`config.mk`:
```
export PLATFORM = sky130hd
export DESIGN_NAME = scancode_to_ascii_ring_buffer
export DESIGN_NICKNAME = d
export VERILOG_FILES = /design/src/rtl/scta_pkg.sv /design/src/rtl/scta_ram.sv /design/src/rtl/scta_front.sv /design/src/rtl/scta_queue.sv /design/src/rtl/scta_back.sv /design/src/rtl/scancode_to_ascii_ring_buffer.sv
export SDC_FILE = /design/constraint.sdc
export NUM_CORES = 2
export LEC_CHECK = 0
export ABC_AREA = 1
export BUFFER_PORTS_ARGS = -buffer_cell sky130_fd_sc_hd__buf_2
export CORE_MARGIN = 2
export CORE_UTILIZATION = 50
export CTS_BUF_LIST = sky130_fd_sc_hd__clkbuf_8
export CTS_CLUSTER_SIZE = 8
export DETAILED_ROUTE_END_ITERATION = 6
export PLACE_DENSITY = 0.65
export SLEW_MARGIN = 25
export SYNTH_ARGS = -nofsm -noshare
export SYNTH_HDL_FRONTEND = slang
export SYNTH_SLANG_ARGS = --single-unit
```
`constraint.sdc`:
```
create_clock -name clk -period 6.4 [get_ports clk]
set_clock_uncertainty 0.05 [all_clocks]
set_input_delay 0.32 -clock clk [delete_from_list [all_inputs] [get_ports clk]]
set_output_delay 0.32 -clock clk [all_outputs]
set_load 0.05 [all_outputs]
```
`src/rtl/scta_pkg.sv`:
```
`timescale 1ns / 1ps

package scta_pkg;

  // Ring depth default and queue depth between the front and the back.
  localparam int RING_DEPTH_DEFAULT = 256;
  localparam int QUEUE_DEPTH        = 2;

  // Operation codes on the input channel.
  localparam logic OP_SCAN = 1'b0;
  localparam logic OP_READ = 1'b1;

  // Scancodes that move the modifier flags.
  localparam logic [7:0] SC_LSHIFT_PRESS   = 8'h2A;
  localparam logic [7:0] SC_RSHIFT_PRESS   = 8'h36;
  localparam logic [7:0] SC_LSHIFT_RELEASE = 8'hAA;
  localparam logic [7:0] SC_RSHIFT_RELEASE = 8'hB6;
  localparam logic [7:0] SC_CAPS_PRESS     = 8'h3A;
  localparam logic [7:0] SC_CTRL_PRESS     = 8'h1D;
  localparam logic [7:0] SC_CTRL_RELEASE   = 8'h9D;

  // Other codes stored raw.
  localparam logic [7:0] SC_ESC   = 8'h01;
  localparam logic [7:0] SC_F1    = 8'h3B;
  localparam logic [7:0] SC_UP    = 8'h48;
  localparam logic [7:0] SC_LEFT  = 8'h4B;
  localparam logic [7:0] SC_RIGHT = 8'h4D;
  localparam logic [7:0] SC_DOWN  = 8'h50;

  // Highest press code that produces a ring entry; table size.
  localparam logic [7:0] SC_MAX_PRESS  = 8'h70;
  localparam logic [7:0] SC_TABLE_KEYS = 8'd58;

  // Characters used on the read side.
  localparam logic [7:0] CH_LOWER_A = 8'h61;
  localparam logic [7:0] CH_LOWER_Z = 8'h7A;
  localparam logic [7:0] CH_LOWER_S = 8'h73;
  localparam logic [7:0] CH_UPPER_S = 8'h53;
  localparam logic [7:0] CH_NEWLINE = 8'h0A;

  // One queued command for the back end.
  typedef struct packed {
    logic       is_read;
    logic       ctrl;
    logic [7:0] value;
  } cmd_t;

  // Codes kept raw in the ring.
  function automatic logic is_special(input logic [7:0] c);
    logic r;
    r = (c == SC_ESC) || (c == SC_LSHIFT_PRESS) || (c == SC_RSHIFT_PRESS) ||
        (c == SC_CAPS_PRESS) || (c == SC_F1) || (c == SC_UP) ||
        (c == SC_LEFT) || (c == SC_RIGHT) || (c == SC_DOWN);
    return r;
  endfunction

  // Entry values dropped on read: special codes other than '6', ':' and ';'.
  function automatic logic is_skipped(input logic [7:0] v);
    logic r;
    r = (v == SC_ESC) || (v == SC_LSHIFT_PRESS) || (v == SC_UP) ||
        (v == SC_LEFT) || (v == SC_RIGHT) || (v == SC_DOWN);
    return r;
  endfunction

  // Key table: {shifted, plain}.
  function automatic logic [15:0] key_lookup(input logic [5:0] k);
    logic [15:0] r;
    unique case (k)
      6'd1:  r = 16'h1B1B;
      6'd2:  r = 16'h2131;
      6'd3:  r = 16'h4032;
      6'd4:  r = 16'h2333;
      6'd5:  r = 16'h2434;
      6'd6:  r = 16'h2535;
      6'd7:  r = 16'h5E36;
      6'd8:  r = 16'h2637;
      6'd9:  r = 16'h2A38;
      6'd10: r = 16'h2839;
      6'd11: r = 16'h2930;
      6'd12: r = 16'h5F2D;
      6'd13: r = 16'h2B3D;
      6'd14: r = 16'h0808;
      6'd15: r = 16'h0909;
      6'd16: r = 16'h5171;
      6'd17: r = 16'h5777;
      6'd18: r = 16'h4565;
      6'd19: r = 16'h5272;
      6'd20: r = 16'h5474;
      6'd21: r = 16'h5979;
      6'd22: r = 16'h5575;
      6'd23: r = 16'h4969;
      6'd24: r = 16'h4F6F;
      6'd25: r = 16'h5070;
      6'd26: r = 16'h7B5B;
      6'd27: r = 16'h7D5D;
      6'd28: r = 16'h0A0A;
      6'd30: r = 16'h4161;
      6'd31: r = 16'h5373;
      6'd32: r = 16'h4464;
      6'd33: r = 16'h4666;
      6'd34: r = 16'h4767;
      6'd35: r = 16'h4868;
      6'd36: r = 16'h4A6A;
      6'd37: r = 16'h4B6B;
      6'd38: r = 16'h4C6C;
      6'd39: r = 16'h3A3B;
      6'd40: r = 16'h2227;
      6'd41: r = 16'h7E60;
      6'd43: r = 16'h7C5C;
      6'd44: r = 16'h5A7A;
      6'd45: r = 16'h5878;
      6'd46: r = 16'h4363;
      6'd47: r = 16'h5676;
      6'd48: r = 16'h4262;
      6'd49: r = 16'h4E6E;
      6'd50: r = 16'h4D6D;
      6'd51: r = 16'h3C2C;
      6'd52: r = 16'h3E2E;
      6'd53: r = 16'h3F2F;
      6'd57: r = 16'h2020;
      default: r = 16'h0000;
    endcase
    return r;
  endfunction

endpackage

```
`src/rtl/scta_ram.sv`:
```
`timescale 1ns / 1ps

module scta_ram #(
  parameter int WIDTH = 8,
  parameter int DEPTH = 256
) (
  input  logic                     clk,
  input  logic                     we,
  input  logic [$clog2(DEPTH)-1:0] waddr,
  input  logic [WIDTH-1:0]         wdata,
  input  logic                     re,
  input  logic [$clog2(DEPTH)-1:0] raddr,
  output logic [WIDTH-1:0]         rdata
);

  logic [WIDTH-1:0] mem [0:DEPTH-1];
  logic [WIDTH-1:0] rdata_r;

  always_ff @(posedge clk) begin
    if (we) begin
      mem[waddr] <= wdata;
    end
    if (re) begin
      rdata_r <= mem[raddr];
    end
  end

  assign rdata = rdata_r;

endmodule

```
`src/rtl/scta_front.sv`:
```
`timescale 1ns / 1ps

module scta_front (
  input  logic              clk,
  input  logic              rst_n,
  input  logic              accept,
  input  logic              in_operation,
  input  logic [7:0]        in_scan_code,
  output logic              push,
  output scta_pkg::cmd_t    push_cmd
);

  logic shift_r, shift_nxt;
  logic caps_r, caps_nxt;
  logic ctrl_r, ctrl_nxt;
  logic [15:0] key_pair;
  logic [7:0]  plain;
  logic        col;

  always_comb begin
    shift_nxt = shift_r;
    caps_nxt  = caps_r;
    ctrl_nxt  = ctrl_r;
    push      = 1'b0;
    push_cmd  = '0;
    key_pair  = scta_pkg::key_lookup(in_scan_code[5:0]);
    plain     = key_pair[7:0];
    col       = 1'b0;

    if (accept && (in_operation == scta_pkg::OP_READ)) begin
      // Reads carry the control flag as it stands now.
      push             = 1'b1;
      push_cmd.is_read = 1'b1;
      push_cmd.ctrl    = ctrl_r;
    end else if (accept) begin
      if ((in_scan_code == scta_pkg::SC_LSHIFT_PRESS) ||
          (in_scan_code == scta_pkg::SC_RSHIFT_PRESS)) begin
        shift_nxt = 1'b1;
      end
      if ((in_scan_code == scta_pkg::SC_LSHIFT_RELEASE) ||
          (in_scan_code == scta_pkg::SC_RSHIFT_RELEASE)) begin
        shift_nxt = 1'b0;
      end
      if (in_scan_code == scta_pkg::SC_CAPS_PRESS) begin
        caps_nxt = ~caps_r;
      end
      if (in_scan_code == scta_pkg::SC_CTRL_PRESS) begin
        ctrl_nxt = 1'b1;
      end
      if (in_scan_code == scta_pkg::SC_CTRL_RELEASE) begin
        ctrl_nxt = 1'b0;
      end

      if (in_scan_code <= scta_pkg::SC_MAX_PRESS) begin
        push = 1'b1;
        // Caps lock flips the column for letters only.
        col = shift_nxt ^ (caps_nxt && (plain >= scta_pkg::CH_LOWER_A) &&
                                       (plain <= scta_pkg::CH_LOWER_Z));
        priority if (scta_pkg::is_special(in_scan_code)) begin
          push_cmd.value = in_scan_code;
        end else if (in_scan_code < scta_pkg::SC_TABLE_KEYS) begin
          push_cmd.value = col ? key_pair[15:8] : plain;
        end else begin
          push_cmd.value = 8'h00;
        end
      end
    end
  end

  always_ff @(posedge clk) begin
    if (!rst_n) begin
      shift_r <= 1'b0;
      caps_r  <= 1'b0;
      ctrl_r  <= 1'b0;
    end else begin
      shift_r <= shift_nxt;
      caps_r  <= caps_nxt;
      ctrl_r  <= ctrl_nxt;
    end
  end

endmodule

```
`src/rtl/scta_queue.sv`:
```
`timescale 1ns / 1ps

module scta_queue (
  input  logic           clk,
  input  logic           rst_n,
  input  logic           push,
  input  scta_pkg::cmd_t push_cmd,
  output logic           full,
  input  logic           pop,
  output logic           valid,
  output scta_pkg::cmd_t head
);

  localparam int QW = $clog2(scta_pkg::QUEUE_DEPTH);
  localparam int CW = $clog2(scta_pkg::QUEUE_DEPTH + 1);

  scta_pkg::cmd_t slot_r [0:scta_pkg::QUEUE_DEPTH-1];
  logic [QW-1:0] wr_r, wr_nxt;
  logic [QW-1:0] rd_r, rd_nxt;
  logic [CW-1:0] count_r, count_nxt;

  assign full  = (count_r == CW'(scta_pkg::QUEUE_DEPTH));
  assign valid = (count_r != '0);
  assign head  = slot_r[rd_r];

  always_comb begin
    wr_nxt    = push ? wr_r + 1'b1 : wr_r;
    rd_nxt    = pop ? rd_r + 1'b1 : rd_r;
    count_nxt = count_r + CW'(push) - CW'(pop);
  end

  always_ff @(posedge clk) begin
    if (!rst_n) begin
      wr_r    <= '0;
      rd_r    <= '0;
      count_r <= '0;
    end else begin
      wr_r    <= wr_nxt;
      rd_r    <= rd_nxt;
      count_r <= count_nxt;
    end
  end

  always_ff @(posedge clk) begin
    if (push) begin
      slot_r[wr_r] <= push_cmd;
    end
  end

endmodule

```
`src/rtl/scta_back.sv`:
```
`timescale 1ns / 1ps

module scta_back #(
  parameter int RING_DEPTH = scta_pkg::RING_DEPTH_DEFAULT
) (
  input  logic           clk,
  input  logic           rst_n,
  input  logic           q_valid,
  input  scta_pkg::cmd_t q_head,
  output logic           q_pop,
  output logic           out_valid,
  output logic [7:0]     out_character,
  output logic           out_was_empty,
  output logic           out_snapshot_requested,
  output logic           out_snapshot_taken
);

  localparam int AW = $clog2(RING_DEPTH);

  localparam logic ST_IDLE  = 1'b0;
  localparam logic ST_CHECK = 1'b1;

  logic          state_r, state_nxt;
  logic [AW-1:0] wptr_r, wptr_nxt;
  logic [AW-1:0] rptr_r, rptr_nxt;
  logic [AW-1:0] rptr_inc, wptr_inc;
  logic          ctrl_r, ctrl_nxt;
  logic          sticky_r, sticky_nxt;
  logic          valid_r, valid_nxt;
  logic [7:0]    char_r, char_nxt;
  logic          empty_r, empty_nxt;
  logic          req_r, req_nxt;
  logic          taken_r, taken_nxt;

  logic          ram_we, ram_re;
  logic [AW-1:0] ram_raddr;
  logic [7:0]    ram_rdata;

  scta_ram #(
    .WIDTH (8),
    .DEPTH (RING_DEPTH)
  ) u_ring (
    .clk   (clk),
    .we    (ram_we),
    .waddr (wptr_r),
    .wdata (q_head.value),
    .re    (ram_re),
    .raddr (ram_raddr),
    .rdata (ram_rdata)
  );

  assign rptr_inc = (rptr_r == AW'(RING_DEPTH - 1)) ? '0 : rptr_r + 1'b1;
  assign wptr_inc = (wptr_r == AW'(RING_DEPTH - 1)) ? '0 : wptr_r + 1'b1;

  always_comb begin
    state_nxt  = state_r;
    wptr_nxt   = wptr_r;
    rptr_nxt   = rptr_r;
    ctrl_nxt   = ctrl_r;
    sticky_nxt = sticky_r;
    valid_nxt  = 1'b0;
    char_nxt   = char_r;
    empty_nxt  = empty_r;
    req_nxt    = req_r;
    taken_nxt  = taken_r;
    q_pop      = 1'b0;
    ram_we     = 1'b0;
    ram_re     = 1'b0;
    ram_raddr  = rptr_r;

    unique case (state_r)
      ST_IDLE: begin
        if (q_valid) begin
          q_pop = 1'b1;
          priority if (!q_head.is_read) begin
            // Store and advance; no full check, old entries get overwritten.
            ram_we   = 1'b1;
            wptr_nxt = wptr_inc;
          end else if (rptr_r == wptr_r) begin
            valid_nxt = 1'b1;
            char_nxt  = 8'h00;
            empty_nxt = 1'b1;
            req_nxt   = 1'b0;
            taken_nxt = sticky_r;
          end else begin
            ram_re    = 1'b1;
            ctrl_nxt  = q_head.ctrl;
            state_nxt = ST_CHECK;
          end
        end
      end
      ST_CHECK: begin
        rptr_nxt = rptr_inc;
        if (scta_pkg::is_skipped(ram_rdata)) begin
          // Drop this entry; fetch the next one or report empty.
          if (rptr_inc == wptr_r) begin
            valid_nxt = 1'b1;
            char_nxt  = 8'h00;
            empty_nxt = 1'b1;
            req_nxt   = 1'b0;
            taken_nxt = sticky_r;
            state_nxt = ST_IDLE;
          end else begin
            ram_re    = 1'b1;
            ram_raddr = rptr_inc;
          end
        end else begin
          valid_nxt = 1'b1;
          empty_nxt = 1'b0;
          state_nxt = ST_IDLE;
          if (ctrl_r && ((ram_rdata == scta_pkg::CH_LOWER_S) ||
                         (ram_rdata == scta_pkg::CH_UPPER_S))) begin
            char_nxt   = scta_pkg::CH_NEWLINE;
            req_nxt    = 1'b1;
            sticky_nxt = 1'b1;
            taken_nxt  = 1'b1;
          end else begin
            char_nxt  = ram_rdata;
            req_nxt   = 1'b0;
            taken_nxt = sticky_r;
          end
        end
      end
      default: begin
        state_nxt = ST_IDLE;
      end
    endcase
  end

  always_ff @(posedge clk) begin
    if (!rst_n) begin
      state_r  <= ST_IDLE;
      wptr_r   <= '0;
      rptr_r   <= '0;
      sticky_r <= 1'b0;
      valid_r  <= 1'b0;
    end else begin
      state_r  <= state_nxt;
      wptr_r   <= wptr_nxt;
      rptr_r   <= rptr_nxt;
      sticky_r <= sticky_nxt;
      valid_r  <= valid_nxt;
    end
  end

  always_ff @(posedge clk) begin
    ctrl_r  <= ctrl_nxt;
    char_r  <= char_nxt;
    empty_r <= empty_nxt;
    req_r   <= req_nxt;
    taken_r <= taken_nxt;
  end

  assign out_valid              = valid_r;
  assign out_character          = char_r;
  assign out_was_empty          = empty_r;
  assign out_snapshot_requested = req_r;
  assign out_snapshot_taken     = taken_r;

endmodule

```
`src/rtl/scancode_to_ascii_ring_buffer.sv`:
```
`timescale 1ns / 1ps

// Keyboard scancode front end with a character ring.
// Input: raise start with in_operation and in_scan_code; the transfer happens
// at a clock edge where start is high and busy is low. in_operation 0 hands
// in a set-1 scancode (no result); 1 asks for the next character (one result).
// Output: out_valid is high for exactly one cycle with out_character,
// out_was_empty, out_snapshot_requested and out_snapshot_taken. The receiver
// cannot stall, so results never wait.
// Flow: a transfer enters a two-entry command queue; the back end drains one
// command at a time. A scancode costs one ring write. A read walks the ring
// through its one read port, one entry a cycle, dropping skipped entries until
// one can be delivered or the ring runs empty; a read of an empty ring answers
// without a ring read.
// busy is high while the queue is full, so the front end keeps taking items
// while the back end works.
// Reset clears the modifier flags, both ring pointers, the snapshot flag and
// the queue; ring contents are not cleared and need no clearing pass.
module scancode_to_ascii_ring_buffer #(
  parameter int RING_DEPTH = scta_pkg::RING_DEPTH_DEFAULT
) (
  input  logic       clk,
  input  logic       rst_n,
  input  logic       start,
  output logic       busy,
  input  logic       in_operation,
  input  logic [7:0] in_scan_code,
  output logic       out_valid,
  output logic [7:0] out_character,
  output logic       out_was_empty,
  output logic       out_snapshot_requested,
  output logic       out_snapshot_taken
);

  logic           accept;
  logic           push;
  scta_pkg::cmd_t push_cmd;
  logic           q_full;
  logic           q_valid;
  logic           q_pop;
  scta_pkg::cmd_t q_head;

  // Take an item whenever the queue has room.
  assign busy   = q_full;
  assign accept = start & ~q_full;

  // Front: track modifiers, translate codes, queue commands.
  scta_front u_front (
    .clk          (clk),
    .rst_n        (rst_n),
    .accept       (accept),
    .in_operation (in_operation),
    .in_scan_code (in_scan_code),
    .push         (push),
    .push_cmd     (push_cmd)
  );

  // Queue: decouple the front from the ring sequencer.
  scta_queue u_queue (
    .clk      (clk),
    .rst_n    (rst_n),
    .push     (push),
    .push_cmd (push_cmd),
    .full     (q_full),
    .pop      (q_pop),
    .valid    (q_valid),
    .head     (q_head)
  );

  // Back: write the ring, walk it on reads, drop the special entries skipped on read.
  scta_back #(
    .RING_DEPTH (RING_DEPTH)
  ) u_back (
    .clk                    (clk),
    .rst_n                  (rst_n),
    .q_valid                (q_valid),
    .q_head                 (q_head),
    .q_pop                  (q_pop),
    .out_valid              (out_valid),
    .out_character          (out_character),
    .out_was_empty          (out_was_empty),
    .out_snapshot_requested (out_snapshot_requested),
    .out_snapshot_taken     (out_snapshot_taken)
  );

endmodule

```
---- Word level (Yosys, flattened, before mapping) ----
Memories as Yosys holds them, arrays and structs flattened. A register that Yosys moved wholly into a read port is not among the register bits.
Cells that the tools add are included.
word-level totals
  bits in registers ....................... 38
  bits in latches ......................... 0
  bits in writable memories ............... 2,068
  bits in read-only memories .............. 896
  input port bits ......................... 12
  output and inout bits ................... 13
  memories kept ........................... 3
memories
  memory             words  width  read ports  clocked after Yosys merged registers in  write ports  RTL line          text
  u_back.u_ring.mem  256    8      1           1                                        1            scta_ram.sv:16    logic [WIDTH-1:0] mem [0:DEPTH-1];
  (no name shown)    64     14     1           0                                        0            scta_pkg.sv:68    unique case (k)
  u_queue.slot_r     2      10     1           1                                        1            scta_queue.sv:17  scta_pkg::cmd_t slot_r [0:scta_pkg::QUEUE_DEPTH-1];
operators by class
  add/sub/neg operators ................... 6
  multiply operators ...................... 0
  div/mod/pow operators ................... 0
  order comparisons ....................... 4
  eq/ne operators ......................... 30
  shifts and indexed selects .............. 0
  multiplexer cells ....................... 74
  bitwise gates (word level) .............. 9
  reductions and logical operators ........ 28
operators with widths
  operator                                                                             count
  8-bit two-way mux                                                                    17
  8-bit by 7-bit == test with 1-bit output, second input constant                      10
  1-bit two-way mux                                                                    50
  8-bit by 6-bit == test with 1-bit output, second input constant                      5
  8-bit == test, second input constant                                                 5
  8-bit by 1-bit adder with 8-bit output, second input constant                        2
  8-bit by 1-bit == test with 1-bit output, second input constant                      2
  8-bit == test                                                                        2
  8-bit by 7-bit <= comparator with 1-bit output, second input constant                2
  1-bit logical OR                                                                     16
  8-bit case mux with 2 select lines                                                   1
  1-bit case mux with 2 select lines                                                   5
  8-bit by 5-bit == test with 1-bit output, second input constant                      1
  8-bit by 7-bit greater-or-equal comparator with 1-bit output, second input constant  1
  8-bit by 6-bit < comparator with 1-bit output, second input constant                 1
  4-bit AND reduction                                                                  2
  1-bit inverter                                                                       7
  3-bit AND reduction                                                                  2
  1-bit logical AND                                                                    4
  2-bit by 1-bit != test with 1-bit output, second input constant                      2
  2-bit AND reduction                                                                  2
  2-bit nonzero test                                                                   2
  3-bit != test, second input constant                                                 1
  1-bit adder, second input constant                                                   2
  7 further kinds                                                                      7

---- Depth between registers and ports, before layout ----
  word-level depth ........................ 14
  depth in mapped cells ................... 26
  gate-level depth less buffers ........... 23

---- Modules after synthesis ----
Synthesis repeated with hierarchy kept, for this count alone.
unflattened totals
  cells, all modules ...................... 7,643
  area, all modules ....................... 88,183.3 µm²
modules (own cells, without submodules)
  module                         times used  cells each  area an instance (µm²)  sequential area each (µm²)
  scta_ram                       1           7,003       83,476.3                61,739.2
  scta_front                     1           327         1,873.0                 60.1
  scta_back                      1           247         1,836.8                 740.7
  scta_queue                     1           64          987.2                   700.7
  scancode_to_ascii_ring_buffer  1           2           10.0                    0.0

---- Worst setup path after synthesis ----
No wires, ideal clock.
  path type ............................... register -> register
  start point ............................. reg (tool-made name)
  end point ............................... mem u_back.u_ring.mem[0][0], data pin
  setup time .............................. 555 ps
  arrival ................................. 2,523 ps
  required time ........................... 5,795 ps
  slack ................................... 3,271 ps
  stages on the path, launching flop included .. 3
  path buffers ............................ 1
  cell sequence ........................... dfxtp_1 clkbuf_1 mux2_2
RTL lines
  item       RTL line
  to (decl)  scta_ram.sv:16

---- Worst setup path in the final report ----
  start point ............................. reg u_back.u_ring.rdata_r[1] (netlist: u_back.u_ring.rdata[1]), read port of u_back.u_ring.mem
  end point ............................... reg u_back.u_ring.rdata_r[0] (netlist: u_back.u_ring.rdata[0]), read port of u_back.u_ring.mem, data pin
on the way
  word-level cells in the longest chain between the ends .. 8
  elaborated cells between the ends (all ways) .. 15
RTL lines
  item                                                                                                         RTL line         text
  from (decl)                                                                                                  scta_ram.sv:17   logic [WIDTH-1:0] rdata_r;
  8-bit by 1-bit == test with 1-bit output / 8-bit by 6-bit == test with 1-bit output (equally long branches)  scta_pkg.sv:60   r = (v == SC_ESC) || (v == SC_LSHIFT_PRESS) || (v == SC_UP) ||
  1-bit logical OR (3 in series)                                                                               scta_pkg.sv:60
  1-bit logical OR                                                                                             scta_pkg.sv:61   (v == SC_LEFT) || (v == SC_RIGHT) || (v == SC_DOWN);
  1-bit logical OR (*)                                                                                         scta_pkg.sv:61
  1-bit two-way mux / 8-bit two-way mux (equally long branches)                                                scta_back.sv:94  if (scta_pkg::is_skipped(ram_rdata)) begin
  1-bit case mux with 2 select lines / 8-bit two-way mux (equally long branches)                               scta_back.sv:71  unique case (state_r)
Every way passes the cells marked *; elsewhere a longest branch is shown, timed or not.
A chain may end at the register's enable or synchronous reset.

==> flow_summary.ini <==
[setup_path]
critPathKind = register to register
critical_path.cell_chain = inv_1 -> nand2_1 -> nor3_1 -> o211ai_1 -> nand3_1 -> nand3_2 -> nand2_8 -> nand2_4 -> buf_12 -> buf_4 -> nand2_1 -> nand2_1 -> nand2_1 -> nand3_1 -> nand3_1 -> nand3_1 -> nand3_1 -> nand3_1 -> nand3_1 -> nand2_1
critPathArrivalTime_ps = 6690
r2r_slack_ps = 530
cpPeakStageDelay_ps = 840
r2r_start = u_back.u_ring.rdata[1]$_DFFE_PP_
cp_slowest_cell = edfxtp_1
cpMostUsedCell = nand3_1
critPathLaunchType = register
crit_family = simple AND/OR/NAND/NOR gates
worst_setup_path_end_kind = register
worst-path-stages = 20
path_max_fanout = 105
worst-path-buf-inv = 3
rr_endpoint = u_back.u_ring.rdata[0]$_DFFE_PP_
reg2reg_depth = 20
required_ps = 7230

[clock_tree]
clk_pin_slew_ps = 60
clk_latency_ps = 1060
cts_made_buffers = 354
cts_sinks = 2115
post_cts_resized = 0
root_buffer = clkbuf_8
post_cts_buffers = 0
htreeDepth = 5
ctsHoldBuffers = 16
cts_tree = built
clockBufferDepth = 4

[sta]
fin_tns_setup_ps = 0
whs_ps = 260
rsz0062_at_grt = no
maxSlewHeadroom = 0.185
worst_pin_slew_ps = 1220
fin_crit_ps = 5870
setup_violations = 0
fin_crit_sh = 0.917
final-max-slew-violation-count = 0
fmax_ghz = 0.170
finalHoldViolations = 0

[pwr]
power_uw = 39000
swShare = 0.367
pwr_density_cell_nw_per_um2 = 381
p_clk_frac = 0.268
p_leak_uw = 0.0382
ir_drop_uv = 369
switchingPower_uw = 14300
power_frac_seq = 0.437
p_int_uw = 24700
p_comb_frac = 0.295

[place]
dpl-instance-area_sq_um = 96400
dp.final_hpwl_mm = 147
globalplace.congestion = 0.879
port_buffers = 24

[logic_synthesis]
synth_edf_count = 2088
ys_seq_elements = 2115
synth.top_cells.by_count = edfxtp_1 (2088), nand3_1 (2020), nand2_1 (1652)
synthArstFlopShare = 0
yosys.area_share.simple = 0.238
synth-xor-area-share = 0.000743
synth_top_cell_by_area = edfxtp_1
synth_top_family_by_area = simple AND/OR/NAND/NOR gates
synth_area_sq_um = 94300
synth_compound_area_frac = 0.0178
netlist.area_leader.share = 0.665
synth_area_leaders = edfxtp_1 (66%), nand3_1 (11%), nand2_1 (6.6%)
synth_mux_area_frac = 0.00107
avgSynthCellArea_sq_um = 10.9
synth-adder-area-share = 0.00279
synthCells = 8667
synth_most_common_cell = edfxtp_1
seq_area_frac_synth = 0.670
yosysUniqueCellTypes = 48
ys.warnings.count = 0
ys.flop_type = edfxtp_1

[final_layout]
areaGrowthSynthToFinish_pct = 8.51
fillers = 15936
fin_area_sq_um = 102000
drive_above_1_share = 0.0645
utilization = 0.546
nNetsFinal = 8608
multiInputGateArea_sq_um = 24900
area.sequential_sq_um = 63200

[global_routing]
antenna_found_initial = 10
track_usage = 0.274
grt_pass1_wl_mm = 398
grt_max_degree = 180
first_global_vias = 62627
overflow = 0

[status]
run_status = completed

[min_path]
holdCritPathClass = primary input to register
hold_path_depth = 4
min_to = u_queue.slot_r[1][9]$_DFFE_PP_
worstHoldStart = in_operation

[routing]
num_vias = 65549
postRouteAntennaNets = 0
drt-initial-drc-count = 8532
drc_errors = 0
dr.pass1.iters = 6
wl_per_cell_um = 23.7
via_per_inst = 5.80
drt-total-wl_mm = 267

[die]
dieArea_sq_um = 192000
core_sq_um = 188000
dieHeight_um = 438
rows = 159
pin_count = 25
start_util = 0.503
die_width_um = 438

[flow_run]
maxCapViolCount = 0
power groups by stage:
stage	Clock, uW	Sequential [uW]	Combinational, uW
floorplan	0	17400	6720
global placement	0	17300	11200
detailed placement	0	17300	11300
CTS	10500	17000	11300
global route	11100	17000	12300
finish	10400	17000	11500
worst reg2reg max path: cells and delay by family, from the launching register on:
family	cells	cell delay, ps
and+or+nand+nor	16	3540
buffers and inverters	3	1120
DFF	1	840
AOI/OAI and AO/OA	1	160
cells by family after synthesis:
| family | after synthesis |
|---|---|
| AO/OA/AOI/OAI | 264 |
| adder cells (fa/ha/maj) | 21 |
| other | 1 |
| XOR/XNOR | 8 |
| AND/OR/NAND/NOR | 4679 |
| flip-flops | 2115 |
| buffers and inverters | 1570 |
| multiplexers | 9 |
worst max path at each step:
stage / start / end / slack (ps)
2_1_floorplan: register / u_back.u_ring.mem[0][0]$_DFFE_PP_ / 3270
3_3_place_gp: u_back.u_ring.rdata[2]$_DFFE_PP_ / u_back.u_ring.rdata[1]$_DFFE_PP_ / 690
3_5_place_dp: u_back.u_ring.rdata[2]$_DFFE_PP_ / u_back.u_ring.rdata[1]$_DFFE_PP_ / 680
4_1_cts: u_back.u_ring.rdata[2]$_DFFE_PP_ / u_back.u_ring.rdata[0]$_DFFE_PP_ / 640
5_1_grt: u_back.rptr_r[0]$_SDFFE_PN0P_ / u_back.u_ring.rdata[0]$_DFFE_PP_ / 290
6_report: u_back.u_ring.rdata[1]$_DFFE_PP_ / u_back.u_ring.rdata[0]$_DFFE_PP_ / 530
placed cells by master, fill, tap and decap left out, types with 3 or more instances in the layout:
| cell type | n |
|---|---|
| a21oi_1 | 61 |
| buf_12 | 42 |
| buf_2 | 24 |
| buf_4 | 72 |
| clkbuf_8 | 355 |
| clkinv_1 | 69 |
| clkinv_2 | 11 |
| clkinvlp_4 | 7 |
| dfxtp_1 | 27 |
| diode_2 | 4 |
| dlygate4sd3_1 | 16 |
| edfxtp_1 | 2088 |
| ha_1 | 21 |
| inv_1 | 1090 |
| inv_2 | 5 |
| mux2_8 | 8 |
| nand2_1 | 1637 |
| nand2_2 | 15 |
| nand3_1 | 2020 |
| nand3b_1 | 608 |
| nand4_1 | 10 |
| nor2_1 | 351 |
| nor2_2 | 3 |
| nor3_1 | 20 |
| o2111ai_1 | 3 |
| o211ai_1 | 112 |
| o21ai_0 | 53 |
| o21ai_1 | 9 |
| o21ai_4 | 4 |
| o31ai_1 | 4 |
| xor2_1 | 7 |
stage by stage:
step	cells	setup slack, ps
2_1_floorplan	8668	3270
3_3_place_gp	10698	690
3_5_place_dp	10698	684
4_1_cts	11291	636
5_1_grt	11294	290
6_report	11295	534
routing by layer:
metal,wire (um),global-route usage,up-vias
li1,-,-,29751
met1,109000,0.384,31792
met2,122000,0.422,3391
met3,25800,0.0512,609
met4,10900,0.113,6
met5,39,0,-
registers in the layout, indices dropped and copies added (netlist names), 2 cells and up, named ones only:
name                  cells
u_back.u_ring.mem      2048
u_queue.slot_r           20
u_back.out_character      8
u_back.rptr_r             8
u_back.u_ring.rdata       8
u_back.wptr_r             8
u_queue.count_r           2
final cells by class:
cell class / count / share of cell area
tap: 2495 / 0.0305
clock buffer: 355 / 0.0477
antenna: 4 / 0.0000978
clock inverter: 222 / 0.00914
timing repair buffer: 154 / 0.0162
inverter: 967 / 0.0356
sequential: 2115 / 0.618
multi-input combinational: 4983 / 0.243
(Power assumes the default switching activity.)
